File: config.mk
export PLATFORM = sky130hd
export DESIGN_NAME = blt_controller
export DESIGN_NICKNAME = d
export VERILOG_FILES = /design/src/hw/rtl/blt_pkg.sv /design/src/hw/rtl/blt_controller.sv
export SDC_FILE = /design/constraint.sdc
export NUM_CORES = 1
export LEC_CHECK = 0
export BUFFER_PORTS_ARGS = -buffer_cell sky130_fd_sc_hd__buf_2
export CORE_AREA = 2 2 39 41
export DETAILED_ROUTE_END_ITERATION = 16
export DIE_AREA = 0 0 41 43
export GPL_ROUTABILITY_DRIVEN = 0
export PLACE_DENSITY = 0.58
export SLEW_MARGIN = 20
export SYNTH_ARGS = -nofsm -noshare
export SYNTH_HDL_FRONTEND = slang
export SYNTH_SLANG_ARGS = --single-unit
File: constraint.sdc
create_clock -name clock -period 2.7 [get_ports clock]
set_clock_uncertainty 0.2 [all_clocks]
set_input_delay 0.135 -clock clock [delete_from_list [all_inputs] [get_ports clock]]
set_output_delay 0.135 -clock clock [all_outputs]
set_load 0.1 [all_outputs]
File: src/hw/rtl/blt_pkg.sv
`timescale 1ns / 1ps

package blt_pkg;

   // default store sizes
   localparam int BYTE_DEPTH_DEF = 4096;
   localparam int LINE_DEPTH_DEF = 1024;

   // fixed field widths
   localparam int KIND_W   = 2;
   localparam int DATA_W   = 8;
   localparam int LINE_W   = 16;
   localparam int OFFSET_W = 12;
   localparam int STATUS_W = 2;

   // request kinds
   localparam logic [KIND_W-1:0] KIND_APPEND = 2'd0;
   localparam logic [KIND_W-1:0] KIND_PATCH  = 2'd1;
   localparam logic [KIND_W-1:0] KIND_LOOKUP = 2'd2;

   // result status codes
   typedef enum logic [STATUS_W-1:0] {
      STAT_OK    = 2'd0,
      STAT_FULL  = 2'd1,
      STAT_RANGE = 2'd2
   } status_type;

   // controller states
   typedef enum logic [2:0] {
      S_IDLE,
      S_DECODE,
      S_SRCH_RD,
      S_SRCH_CMP,
      S_DONE
   } state_type;

   // controller to datapath commands
   typedef struct packed {
      logic       load_req;
      logic       do_append;
      logic       do_patch;
      logic       search_init;
      logic       search_read;
      logic       search_step;
      logic       final_read;
      logic       out_load;
      logic       lookup_ok;
      status_type out_status;
   } cmd_type;

   // datapath to controller status
   typedef struct packed {
      logic [KIND_W-1:0] kind;
      logic              store_full;
      logic              table_full;
      logic              pos_oob;
      logic              table_empty;
      logic              search_done;
   } flag_type;

endpackage

File: src/hw/rtl/blt_controller.sv
`timescale 1ns / 1ps

module blt_controller (
   input  logic                 clock,
   input  logic                 reset,
   input  logic                 req_valid,
   output logic                 req_ready,
   output logic                 rsp_valid,
   input  logic                 rsp_ready,
   input  blt_pkg::flag_type    flags,
   output blt_pkg::cmd_type     cmd
);

   blt_pkg::state_type  state_ff, state_in;
   blt_pkg::status_type status_ff, status_in;
   logic                lookup_ok_ff, lookup_ok_in;
   logic                rsp_valid_ff, rsp_valid_in;

   assign rsp_valid = rsp_valid_ff;

   // state and result bookkeeping
   always_ff @(posedge clock) begin
      if (reset) begin
         state_ff     <= blt_pkg::S_IDLE;
         status_ff    <= blt_pkg::STAT_OK;
         lookup_ok_ff <= 1'b0;
         rsp_valid_ff <= 1'b0;
      end else begin
         state_ff     <= state_in;
         status_ff    <= status_in;
         lookup_ok_ff <= lookup_ok_in;
         rsp_valid_ff <= rsp_valid_in;
      end
   end

   // next state and commands
   always_comb begin
      state_in     = state_ff;
      status_in    = status_ff;
      lookup_ok_in = lookup_ok_ff;
      req_ready    = 1'b0;
      cmd          = '0;
      cmd.lookup_ok  = lookup_ok_ff;
      cmd.out_status = status_ff;
      rsp_valid_in = rsp_valid_ff && !rsp_ready;

      unique case (state_ff)
         blt_pkg::S_IDLE: begin
            req_ready    = 1'b1;
            cmd.load_req = req_valid;
            if (req_valid) begin
               state_in = blt_pkg::S_DECODE;
            end
         end
         blt_pkg::S_DECODE: begin
            status_in    = blt_pkg::STAT_OK;
            lookup_ok_in = 1'b0;
            state_in     = blt_pkg::S_DONE;
            unique case (flags.kind)
               blt_pkg::KIND_APPEND: begin
                  if (flags.store_full || flags.table_full) begin
                     status_in = blt_pkg::STAT_FULL;
                  end else begin
                     cmd.do_append = 1'b1;
                  end
               end
               blt_pkg::KIND_PATCH: begin
                  if (flags.pos_oob) begin
                     status_in = blt_pkg::STAT_RANGE;
                  end else begin
                     cmd.do_patch = 1'b1;
                  end
               end
               blt_pkg::KIND_LOOKUP: begin
                  if (flags.pos_oob || flags.table_empty) begin
                     status_in = blt_pkg::STAT_RANGE;
                  end else begin
                     cmd.search_init = 1'b1;
                     lookup_ok_in    = 1'b1;
                     state_in        = blt_pkg::S_SRCH_RD;
                  end
               end
               default: begin
                  status_in = blt_pkg::STAT_OK;
               end
            endcase
         end
         blt_pkg::S_SRCH_RD: begin
            if (flags.search_done) begin
               cmd.final_read = 1'b1;
               state_in       = blt_pkg::S_DONE;
            end else begin
               cmd.search_read = 1'b1;
               state_in        = blt_pkg::S_SRCH_CMP;
            end
         end
         blt_pkg::S_SRCH_CMP: begin
            cmd.search_step = 1'b1;
            state_in        = blt_pkg::S_SRCH_RD;
         end
         blt_pkg::S_DONE: begin
            // hand over once the output register is free
            if (!rsp_valid_ff || rsp_ready) begin
               cmd.out_load = 1'b1;
               rsp_valid_in = 1'b1;
               state_in     = blt_pkg::S_IDLE;
            end
         end
         default: begin
            state_in = blt_pkg::S_IDLE;
         end
      endcase
   end

endmodule

; Word-level counts from Yosys, hierarchy flattened
; Cells that the tools add are included.
[totals]
rom_bits = 0
word_cells = 49
ff_bits = 7
memories = 0
latchBits = 0
ram_bits = 0
in_bits = 11
[op_classes]
n_div = 0
n_mul = 0
n_eq_ne = 8
n_bitwise = 0
order_cmp = 0
add_sub_neg = 0
reduce_logical = 9
n_mux = 28
shift = 0
[ops]
columns = op, count
row1 = 1-bit 2-to-1 mux, 18
row2 = 3-bit 2-to-1 mux, 6
row3 = 3-bit case mux with 5 select lines, 1
row4 = "3-bit by 2-bit == test with 1-bit output, second input constant", 2
row5 = 2-bit case mux with 3 select lines, 1
row6 = 2-bit 2-to-1 mux, 2
row7 = "2-bit inequality test, second input constant", 2
row8 = "3-bit by 1-bit == test with 1-bit output, second input constant", 1
row9 = "3-bit == test, second input constant", 1
row10 = 3-bit logical NOT, 1
row11 = 1-bit logical OR, 3
row12 = "2-bit by 1-bit == test with 1-bit output, second input constant", 1
row13 = "2-bit == test, second input constant", 1
row14 = 1-bit logical NOT, 2
row15 = 2-bit logical NOT, 1
row16 = 2-bit AND reduction, 1
row17 = 1-bit logical AND, 1

; Logic depth before layout (Yosys ltp)
; Gate-level depths: netlist (run 1).
[depth]
ltp_word = 4
depth_mapped = 5

; Worst setup path before layout (run 1)
; No wires, ideal clock.
[synth_path]
kind = register -> output
startpoint = register state_ff[0]
endpoint = output cmd[8] (netlist name)
required_ps = 2365
t_arrival_ps = 3987
path_slack_ps = -1622
stages_incl_launch_ff = 5
path_cell_list = dfxtp_1 > buf_6 > or3b_1 > clkbuf_2 > nor4b_1
[synth_lines]
columns = item, line
row1 = "start, declared", blt_controller.sv:14  ; blt_pkg::state_type state_ff, state_in;
row2 = "start signal, assigned", blt_controller.sv:24  ; state_ff <= blt_pkg::S_IDLE;
row3 = "start signal, assigned", blt_controller.sv:29  ; state_ff <= state_in;
row4 = "end, declared", blt_controller.sv:11  ; output blt_pkg::cmd_type cmd

==> results of run 1 <==
## Yosys cell counts (all sizes together)
cell type  count
a2111oi        1
a211oi         1
a21oi          4
a221oi         1
a32oi          1
and3b          1
buf            2
clkbuf         2
dfxtp          7
inv            2
nand2          4
nand2b         2
nand3          1
nor2           6
nor2b          2
nor3           4
nor3b          1
nor4b          3
o21ai          1
or3b           1
or4            1
or4b           1
xor2           1
## routing by layer
metal	share of wire, %	up-vias
met5	0	-
li1	-	228
met4	1.3	0
met1	47	183
met3	6.7	2
met2	44	20
## metrics by stage
stage | utilization (%) | hold slack, ps | std cells | setup TNS [ps]
2_1_floorplan | - | 4.066 | 50 | -1092
3_3_place_gp | 37.52 | 203.3 | 85 | 0
3_5_place_dp | 37.52 | 206.6 | 85 | 0
4_1_cts | 40.14 | 8.171 | 90 | 0
5_1_grt | 40.14 | 28.96 | 90 | 0
6_report | 40.14 | 16.10 | 90 | 0
## power groups by stage
stage | combinational, mW | clock (mW) | sequential (mW)
global route | 0.0877 | 0.102 | 0.113
CTS | 0.0833 | 0.0959 | 0.113
global placement | 0.0816 | 0 | 0.114
finish | 0.0828 | 0.0922 | 0.113
floorplan | 0.0534 | 0 | 0.126
detailed placement | 0.0820 | 0 | 0.115
## worst paths after layout
check	to	cells after the start
worst max-delay path	cmd[9]	3
worst max register to register	status_ff[0]	3
worst min-delay path	state_ff[2]	3
worst min register to register	status_ff[0]	2
## worst max-delay path: stages (launching register included)
cell and delay, ps:
dfxtp_1 480, or3b_1 500, nor4b_2 240, buf_2 460
## cells by family after synthesis
| family | Yosys count | synth area share, % |
|---|---|---|
| flip-flops | 7 | 35.11 |
| AO/OA/AOI/OAI | 9 | 14.73 |
| buffers and inverters | 6 | 8.777 |
| XOR/XNOR | 1 | 2.195 |
| AND/OR/NAND/NOR | 27 | 39.18 |
## flip-flops by register name, summed over array words and instances (netlist names)
signal and flops:
rsp_valid 1, state_ff 3, lookup_ok_ff 1, status_ff 2
## layout make-up
| cell class | instances | area share, % |
|---|---|---|
| multi-input combinational | 37 | 42.57 |
| sequential | 7 | 25.23 |
| timing repair buffer | 24 | 22.52 |
| clock buffer | 4 | 4.730 |
| tap | 16 | 3.604 |
| inverter | 2 | 1.351 |
## timing repair
action,4_1_cts,5_1_grt
hold buffers,1,0
buffers inserted,0,0
endpoints found under the hold margin,7,0
==> impl_metrics.csv, run 1 <==
group,metric,value,unit
timing,finalCriticalPeriod,2261,ps
setup_path,cp-startpoint,"state_ff[0]",
grt,grt_pass1_wl,1.345,mm
timing,rsz0062_at_grt,"false",
timing,worst_slack,439.3,ps
placed_design,dp.final_hpwl,700.4,um
synth,avgSynthCellArea,7.983,um^2
drt,finalWirelength,929,um
timing,fmaxAchievable,0.4423,GHz
synth,synth_area,399.1,um^2
die,die_area,0.001763,mm^2
setup_path,cp-start-kind,"flop",
synth,synth-seq-cells,7,
cells_and_area,layout_common_cells,"buf_2, dfxtp_1, nor2_1",
drt,vias_per_cell,4.811,
grt,grt_util_met1,13.92,%
drt,drt-pass1-iter-count,4,
synth,synth_area_leaders,"dfxtp_1, nor4b_1, nor2_1",
placed_design,place_area,519.2,um^2
grt,met3_usage,3.141,%
drt,drt-initial-drc-count,11,
timing,slew_viol_final,0,
setup_path,reg2reg_from,"state_ff[0]",
cells_and_area,fill_cells,159,
die,start_util,28.84,%
synth,syn_nets,61,
cells_and_area,regArea,140.1,um^2
clocking,tritoncts,"yes",
grt,grt_use_total,11.57,%
clocking,clockBufferDepth,2,
pwr,seq_power_share,39.2,%
drt,drc,0,
timing,hold_viol_final,0,
pwr,p_int,0.1831,mW
clocking,cts_resized,0,
clocking,cts_num_sinks,7,
timing,setup_viol,0,
clocking,worst_skew_pair.late_latency,250,ps
placed_design,place_ws,701.7,ps
min_path,hold_path.class,"input port to flop",
timing,relSlewSlack,67.67,%
pwr,pwr-share-comb,28.8,%
flow_run,maxCapViolCount,0,
drt,wl_per_cell,10.32,um
die,chipHeight,43,um
run_status,outcome,"complete, no violations",
setup_path,crit_path_end_kind,"primary output",
setup_path,crit_type,"flop to primary output",
min_path,hold_start,"flags[0]",
drt,antenna_left,0,
die,die_w,41,um
drt,vias,433,
placed_design,io_buffers,23,
grt,grt_max_degree,13,
setup_path,r2r_slack,820,ps
pwr,irDropWorstVdd,0.0001948,V
cells_and_area,insertedDiodeCount,0,
die,fp.coreArea,0.001384,mm^2
cells_and_area,nNetsFinal,86,
synth,ys_warn_count,0,
grt,gr-usage-met2,15.94,%
pwr,p_per_area,518.0,mW/mm^2
pwr,total_power,0.2878,mW
timing,worst_slew_pin_slew,488.3,ps
pwr,power_frac_clock,32.0,%
clocking,cts_buffers,3,
pwr,p_sw,0.1047,mW
pwr,p_leak,0.2659,nW
synth,ys_types,25,
synth,synth_top_area_share,35.11,%
timing,fin_crit_sh,83.73,%
die,ios,24,
grt,globalRoute.busiestLayer,"met2",
setup_path,worstPathRequired,2370,ps
synth,syn_inst,50,
grt,antenna_found_initial,0,
clocking,htreeDepth,1,
setup_path,path_max_fanout,10,
pwr,switching_share,36.37,%
cells_and_area,fin_area,555.5,um^2
cells_and_area,multi_input_area,236.5,um^2
cells_and_area,syn_to_final_growth,39.18,%
synth,ys_seq_area_share,35.11,%
die,rows,14,
clocking,cts_root_buffer,"clkbuf_4",
grt,gr-total-overflow,0,
setup_path,crit_arrival,1930,ps
clocking,clkTransAtPathRegs,50,ps
synth,synth_top_cell_by_area,"dfxtp_1",
cells_and_area,layout_commonest_cell,"buf_2",
cells_and_area,drive_gt1_share,37.84,%
grt,grt_pass1_vias,343,
Note: power is estimated with default switching activity, not from simulation.
==> run 2, diff against run 1 <==
Settings changed: ABC_AREA set to 1, PLACE_DENSITY 0.58 to 0.6.
Clock period 2.7 ns to 2.2 ns, I/O delays scaled along.
==> run 2 against run 1 <==
Via count rose by 14%. Worst hold slack improved by 20 ps. Non-clock buffer count rose by 1. Global-route usage rose by 0.10 points. Core utilization rose by 4.5 points. Area after synthesis rose by 6.6%. First-iteration DRC count fell by 45%. Sequential share of layout area fell by 2.6 points. Design area rose by 11%. Die area did not move. Largest power group is now combinational cells. Highest routed layer unchanged.
==> impl_metrics.csv, run 2 <==
group,metric,value,unit
cells_and_area,fin_cells,114,
placed_design,io_buffers,23,
grt,grt_max_degree,8,
setup_path,slowest_delay,410,ps
cells_and_area,layout_common_cells,"buf_2, inv_1, nor2_1, nand2_1, dfxtp_1",
setup_path,crit_family,"buffers and inverters",
timing,rsz0062_at_grt,"false",
pwr,p_per_area,645.7,mW/mm^2
drt,vias,492,
setup_path,crit_path_end_kind,"primary output",
clocking,htreeDepth,1,
placed_design,dp.final_hpwl,768.2,um
placed_design,place_ws,666.8,ps
cells_and_area,regArea,140.1,um^2
cells_and_area,layout_commonest_cell,"buf_2",
drt,vias_per_cell,4.316,
setup_path,crit_arrival,1480,ps
grt,grt_pass1_vias,375,
die,start_util,30.74,%
synth,ys_seq_area_share,32.94,%
pwr,p_int,0.2339,mW
timing,slew_viol_final,0,
grt,gr-total-overflow,0,
clocking,cts_num_sinks,7,
run_status,outcome,"complete, no violations",
synth,synth_top_area_share,32.94,%
clocking,cts_buffers,3,
drt,antenna_left,0,
setup_path,crit_type,"flop to primary output",
grt,grt_pass1_wl,1.366,mm
drt,wl_per_cell,8.070,um
clocking,cts_root_buffer,"clkbuf_4",
cells_and_area,largestRegisters,"state_ff (3), status_ff (2)",
synth,synth-seq-cells,7,
timing,worst_slew_pin_slew,484.2,ps
synth,synth_common_cells,"inv_1, nor2_1, nand2_1, dfxtp_1, a21oi_1",
die,die_w,41,um
setup_path,cpMaxStageDelayCell,"buf_2",
setup_path,crit_top_cell,"nand2_2",
setup_path,cp-start-kind,"flop",
drt,drt-initial-drc-count,6,
synth,async_reset_ff_share,0,%
drt,finalWirelength,920,um
setup_path,worstPathRequired,1890,ps
pwr,switching_share,41.40,%
setup_path,crit_chain,"inv_2 -> nand2_2 -> nor2_4 -> nand2_2 -> inv_1 -> buf_2",
die,die_area,0.001763,mm^2
synth,synth_ff_type,"dfxtp_1",
synth,synth_top_cell_by_area,"dfxtp_1",
timing,relSlewSlack,67.94,%
timing,hold_viol_final,0,
die,rows,14,
synth,yosysMostFrequentCell,"inv_1",
pwr,p_leak,0.3602,nW
pwr,p_sw,0.1652,mW
timing,fin_crit_sh,81.42,%
cells_and_area,syn_to_final_growth,45.29,%
synth,syn_nets,81,
timing,finalCriticalPeriod,1791,ps
placed_design,dp.cells,108,
cells_and_area,fill_cells,158,
drt,drt-pass1-iter-count,4,
pwr,power_frac_clock,28.5,%
clocking,tritoncts,"yes",
pwr,seq_power_share,35.2,%
synth,ys_warn_count,0,
cells_and_area,drive_gt1_share,38.78,%
cells_and_area,insertedDiodeCount,0,
min_path,hold_path.class,"input port to flop",
die,fp.coreArea,0.001384,mm^2
clocking,worst_skew_pair.late_latency,250,ps
die,chipHeight,43,um
cells_and_area,nNetsFinal,110,
synth,synth_area_leaders,"dfxtp_1, inv_1, nor2_1",
grt,grt_use_total,11.67,%
synth,ys_types,16,
synth,synth-edff-count,0,
cells_and_area,largest_reg_flops,3,
grt,antenna_found_initial,0,
timing,setup_viol,0,
synth,syn_inst,70,
pwr,irDropWorstVdd,0.0003925,V
clocking,clkTransAtPathRegs,50,ps
drt,drc,0,
clocking,clockBufferDepth,2,
pwr,pwr-share-comb,36.3,%
cells_and_area,top_register,"state_ff",
setup_path,path_max_fanout,7,
die,ios,24,
synth,synth_area,425.4,um^2
timing,worst_slack,408.8,ps
synth,avgSynthCellArea,6.077,um^2
flow_run,maxCapViolCount,0,
timing,fmaxAchievable,0.5583,GHz
cells_and_area,multi_input_area,232.7,um^2
setup_path,critPathBufInv,3,
==> run 2: what timing repair did <==
action,4_1_cts,5_1_grt
hold buffers,2,0
hold endpoints to repair,6,0
setup buffers,0,0
resized for setup,0,0
==> run 2: path summary, 6_finish.rpt <==
path              cells past startpoint         start  slack [ps]            to
setup / recovery                      6   state_ff[2]         410        cmd[7]
hold reg to reg                       2  status_ff[0]         270  status_ff[0]
setup reg to reg                      5   state_ff[2]        1010  status_ff[1]
hold / removal                        5      flags[2]          40  status_ff[1]
==> run 2: cells by family (layout without fill, tap and decap cells) <==
logic type / count (synthesis) / count (layout) / synth area share (%)
and+or+nand+nor: 37 / 37 / 40.00
DFF: 7 / 7 / 32.94
AOI/OAI and AO/OA: 8 / 8 / 10.29
buffers and inverters: 18 / 46 / 16.77
==> run 2: worst register-to-register path, cell delays in order (launching register included) <==
cell and delay (ps):
dfxtp_1 460, inv_2 70, nand2_2 90, nor2_4 50, o21ai_0 150, nor2_1 60
==> run 2: power by group through the flow <==
stage,registers (mW),logic [mW],clock network (mW)
floorplan,0.166,0.0923,0
global placement,0.143,0.142,0
detailed placement,0.143,0.143,0
CTS,0.141,0.146,0.118
global route,0.142,0.155,0.127
finish,0.141,0.145,0.114
==> run 2: per-layer routing <==
| layer | part of all wire (%) | vias up | GRT usage (%) |
|---|---|---|---|
| met5 | 0 | - | 0 |
| met4 | 1.3 | 0 | 8.000 |
| met3 | 9.3 | 2 | 4.712 |
| met2 | 48 | 20 | 18.13 |
| met1 | 42 | 203 | 11.97 |
| li1 | - | 267 | - |
==> run 2: cell type report <==
class,instances,area share [%]
Multi-Input combinational cell,45,37.65
Sequential cell,7,22.67
Timing Repair Buffer,25,21.86
Inverter,17,10.32
Clock buffer,4,4.251
Tap cell,16,3.239
==> run 2: metrics by stage <==
step	total power, mW	setup TNS, ps	hold slack [ps]	utilization (%)	area, um^2
2_1_floorplan	0.2585	-333.5	-20.93	-	444.2
3_3_place_gp	0.2854	0	164.2	41.32	571.8
3_5_place_dp	0.2859	0	160.8	41.32	571.8
4_1_cts	0.4045	0	34.10	44.67	618.1
5_1_grt	0.4235	0	56.36	44.67	618.1
6_report	0.3991	0	36.57	44.67	618.1
==> run 3, diff against run 2 <==
Clock period 2.2 ns to 1.74 ns, I/O delays scaled along.
==> run 3 against run 2 <==
Sequential power rose by 27%. Register-to-register slack worse by 540 ps. Final cell count is the same. Setup slack got worse by 320 ps. Flip-flop and latch count stayed put. Design area rose by 25%. Total power grew 37%. Largest cell class unchanged.
==> impl_metrics.csv, run 3 (synthesis results as in run 2) <==
group,metric,value,unit
clocking,worst_skew_pair.late_latency,250,ps
min_path,worstHoldPathCells,5,
clocking,cts_num_sinks,7,
placed_design,place_area,716.9,um^2
min_path,hold_path.class,"input port to flop",
run_status,outcome,"complete, no violations",
cells_and_area,largestRegisters,"state_ff (3), status_ff (2)",
clocking,htreeDepth,1,
pwr,p_per_area,711.4,mW/mm^2
drt,drc,0,
die,ios,24,
pwr,p_sw,0.2236,mW
pwr,p_int,0.3247,mW
setup_path,crit_arrival,1360,ps
timing,relSlewSlack,67.82,%
placed_design,io_buffers,23,
die,die_area,0.001763,mm^2
flow_run,maxCapViolCount,0,
min_path,holdPathEnd,"status_ff[1]",
clocking,clockBufferDepth,2,
grt,grt_max_degree,8,
cells_and_area,nNetsFinal,110,
drt,finalWirelength,1.029,mm
timing,rsz0062_at_grt,"false",
pwr,power_frac_clock,26.3,%
pwr,switching_share,40.78,%
clocking,clkTransAtPathRegs,50,ps
pwr,p_leak,0.3980,nW
timing,fin_crit_sh,94.78,%
setup_path,rr_endpoint,"status_ff[1]",
grt,gr-total-overflow,0,
clocking,tritoncts,"yes",
drt,drt-initial-drc-count,15,
cells_and_area,insertedDiodeCount,0,
setup_path,path_max_fanout,7,
cells_and_area,drive_gt1_share,42.86,%
timing,hold_viol_final,0,
grt,antenna_found_initial,0,
grt,grt_use_total,13.68,%
timing,fmaxAchievable,0.6063,GHz
timing,holdWs,14.10,ps
die,start_util,30.74,%
clocking,cts_root_buffer,"clkbuf_4",
drt,drt-pass1-iter-count,3,
grt,grt_pass1_wl,1.642,mm
setup_path,cp-startpoint,"state_ff[2]",
setup_path,cp-start-kind,"flop",
timing,setup_tns,0,ps
drt,wl_per_cell,9.026,um
cells_and_area,layout_common_cells,"inv_1, buf_2, nand2_1",
die,die_w,41,um
grt,grt_pass1_vias,434,
timing,slew_viol_final,0,
timing,finalCriticalPeriod,1649,ps
clocking,cts_buffers,3,
pwr,seq_power_share,32.7,%
clocking,post_cts_buffers,0,
cells_and_area,syn_to_final_growth,81.18,%
die,fp.coreArea,0.001384,mm^2
pwr,irDropWorstVdd,0.0002994,V
pwr,total_power,0.5483,mW
die,rows,14,
setup_path,worstPathRequired,1450,ps
drt,vias_per_cell,4.447,
cells_and_area,largest_reg_flops,3,
cells_and_area,fin_cells,114,
placed_design,dp.cells,108,
timing,setup_viol,0,
setup_path,reg2reg_from,"state_ff[2]",
cells_and_area,top_register,"state_ff",
die,chipHeight,43,um
setup_path,r2r_slack,470,ps
setup_path,crit_type,"flop to primary output",
drt,vias,507,
min_path,hold_start,"flags[6]",
cells_and_area,fin_area,770.7,um^2
drt,antenna_left,0,
setup_path,crit_path_end_kind,"primary output",
setup_path,r2r_cells,5,
placed_design,dp.final_hpwl,850.9,um
timing,worst_slew_pin_slew,486.1,ps
pwr,pwr-share-comb,41.0,%
-- run 3: final cells by class --
class | instances | area (um^2)
Clock buffer | 4 | 26.28
Fill cell | 137 | 613.1
Inverter | 17 | 63.81
Multi-Input combinational cell | 45 | 265.3
Sequential cell | 7 | 140.1
Tap cell | 16 | 20.02
Timing Repair Buffer | 25 | 255.2
-- run 3: worst max-delay path by stage --
stage | endpoint | slack [ps] | cells past startpoint
after detailed placement | cmd[9] | 270 | 4
after global routing | cmd[4] | 30 | 5
after global placement | cmd[9] | 300 | 4
after CTS | cmd[10] | 50 | 4
after floorplan | cmd[10] | -340 | 3
final | cmd[5] | 90 | 4
-- run 3: power by group through the flow --
stage	clock network [mW]	registers (mW)	logic [mW]
after floorplan	0	0.210	0.122
after global placement	0	0.181	0.220
after detailed placement	0	0.181	0.221
after CTS	0.148	0.178	0.226
after global routing	0.157	0.180	0.239
final	0.144	0.179	0.225
-- run 3: worst max-delay path: stages (launching register included) --
cell     delay, ps
dfxtp_1        390
inv_2          110
nand2_2         80
nor2_2         100
buf_2          430
-- run 3: timing repair --
action                                 CTS  global route
hold buffers                             2             0
resized for setup                        1             1
setup endpoints to repair                1             1
gates cloned                             0             0
endpoints found under the hold margin    6             0
-- run 3: metrics by stage --
stage               util [%]  setup slack (ps)
floorplan                  -            -339.8
global placement       51.81             295.7
detailed placement     51.81             270.1
CTS                    55.52             52.41
global route           55.70             27.32
finish                 55.70             90.76
-- run 3: layer usage --
metal  part of all wire (%)  vias up  track usage (%)
met5                      0        -                0
met1                     40      218            16.18
met3                     11        0            3.665
li1                       -      265                -
met4                      0        0            8.000
met2                     49       24            20.94
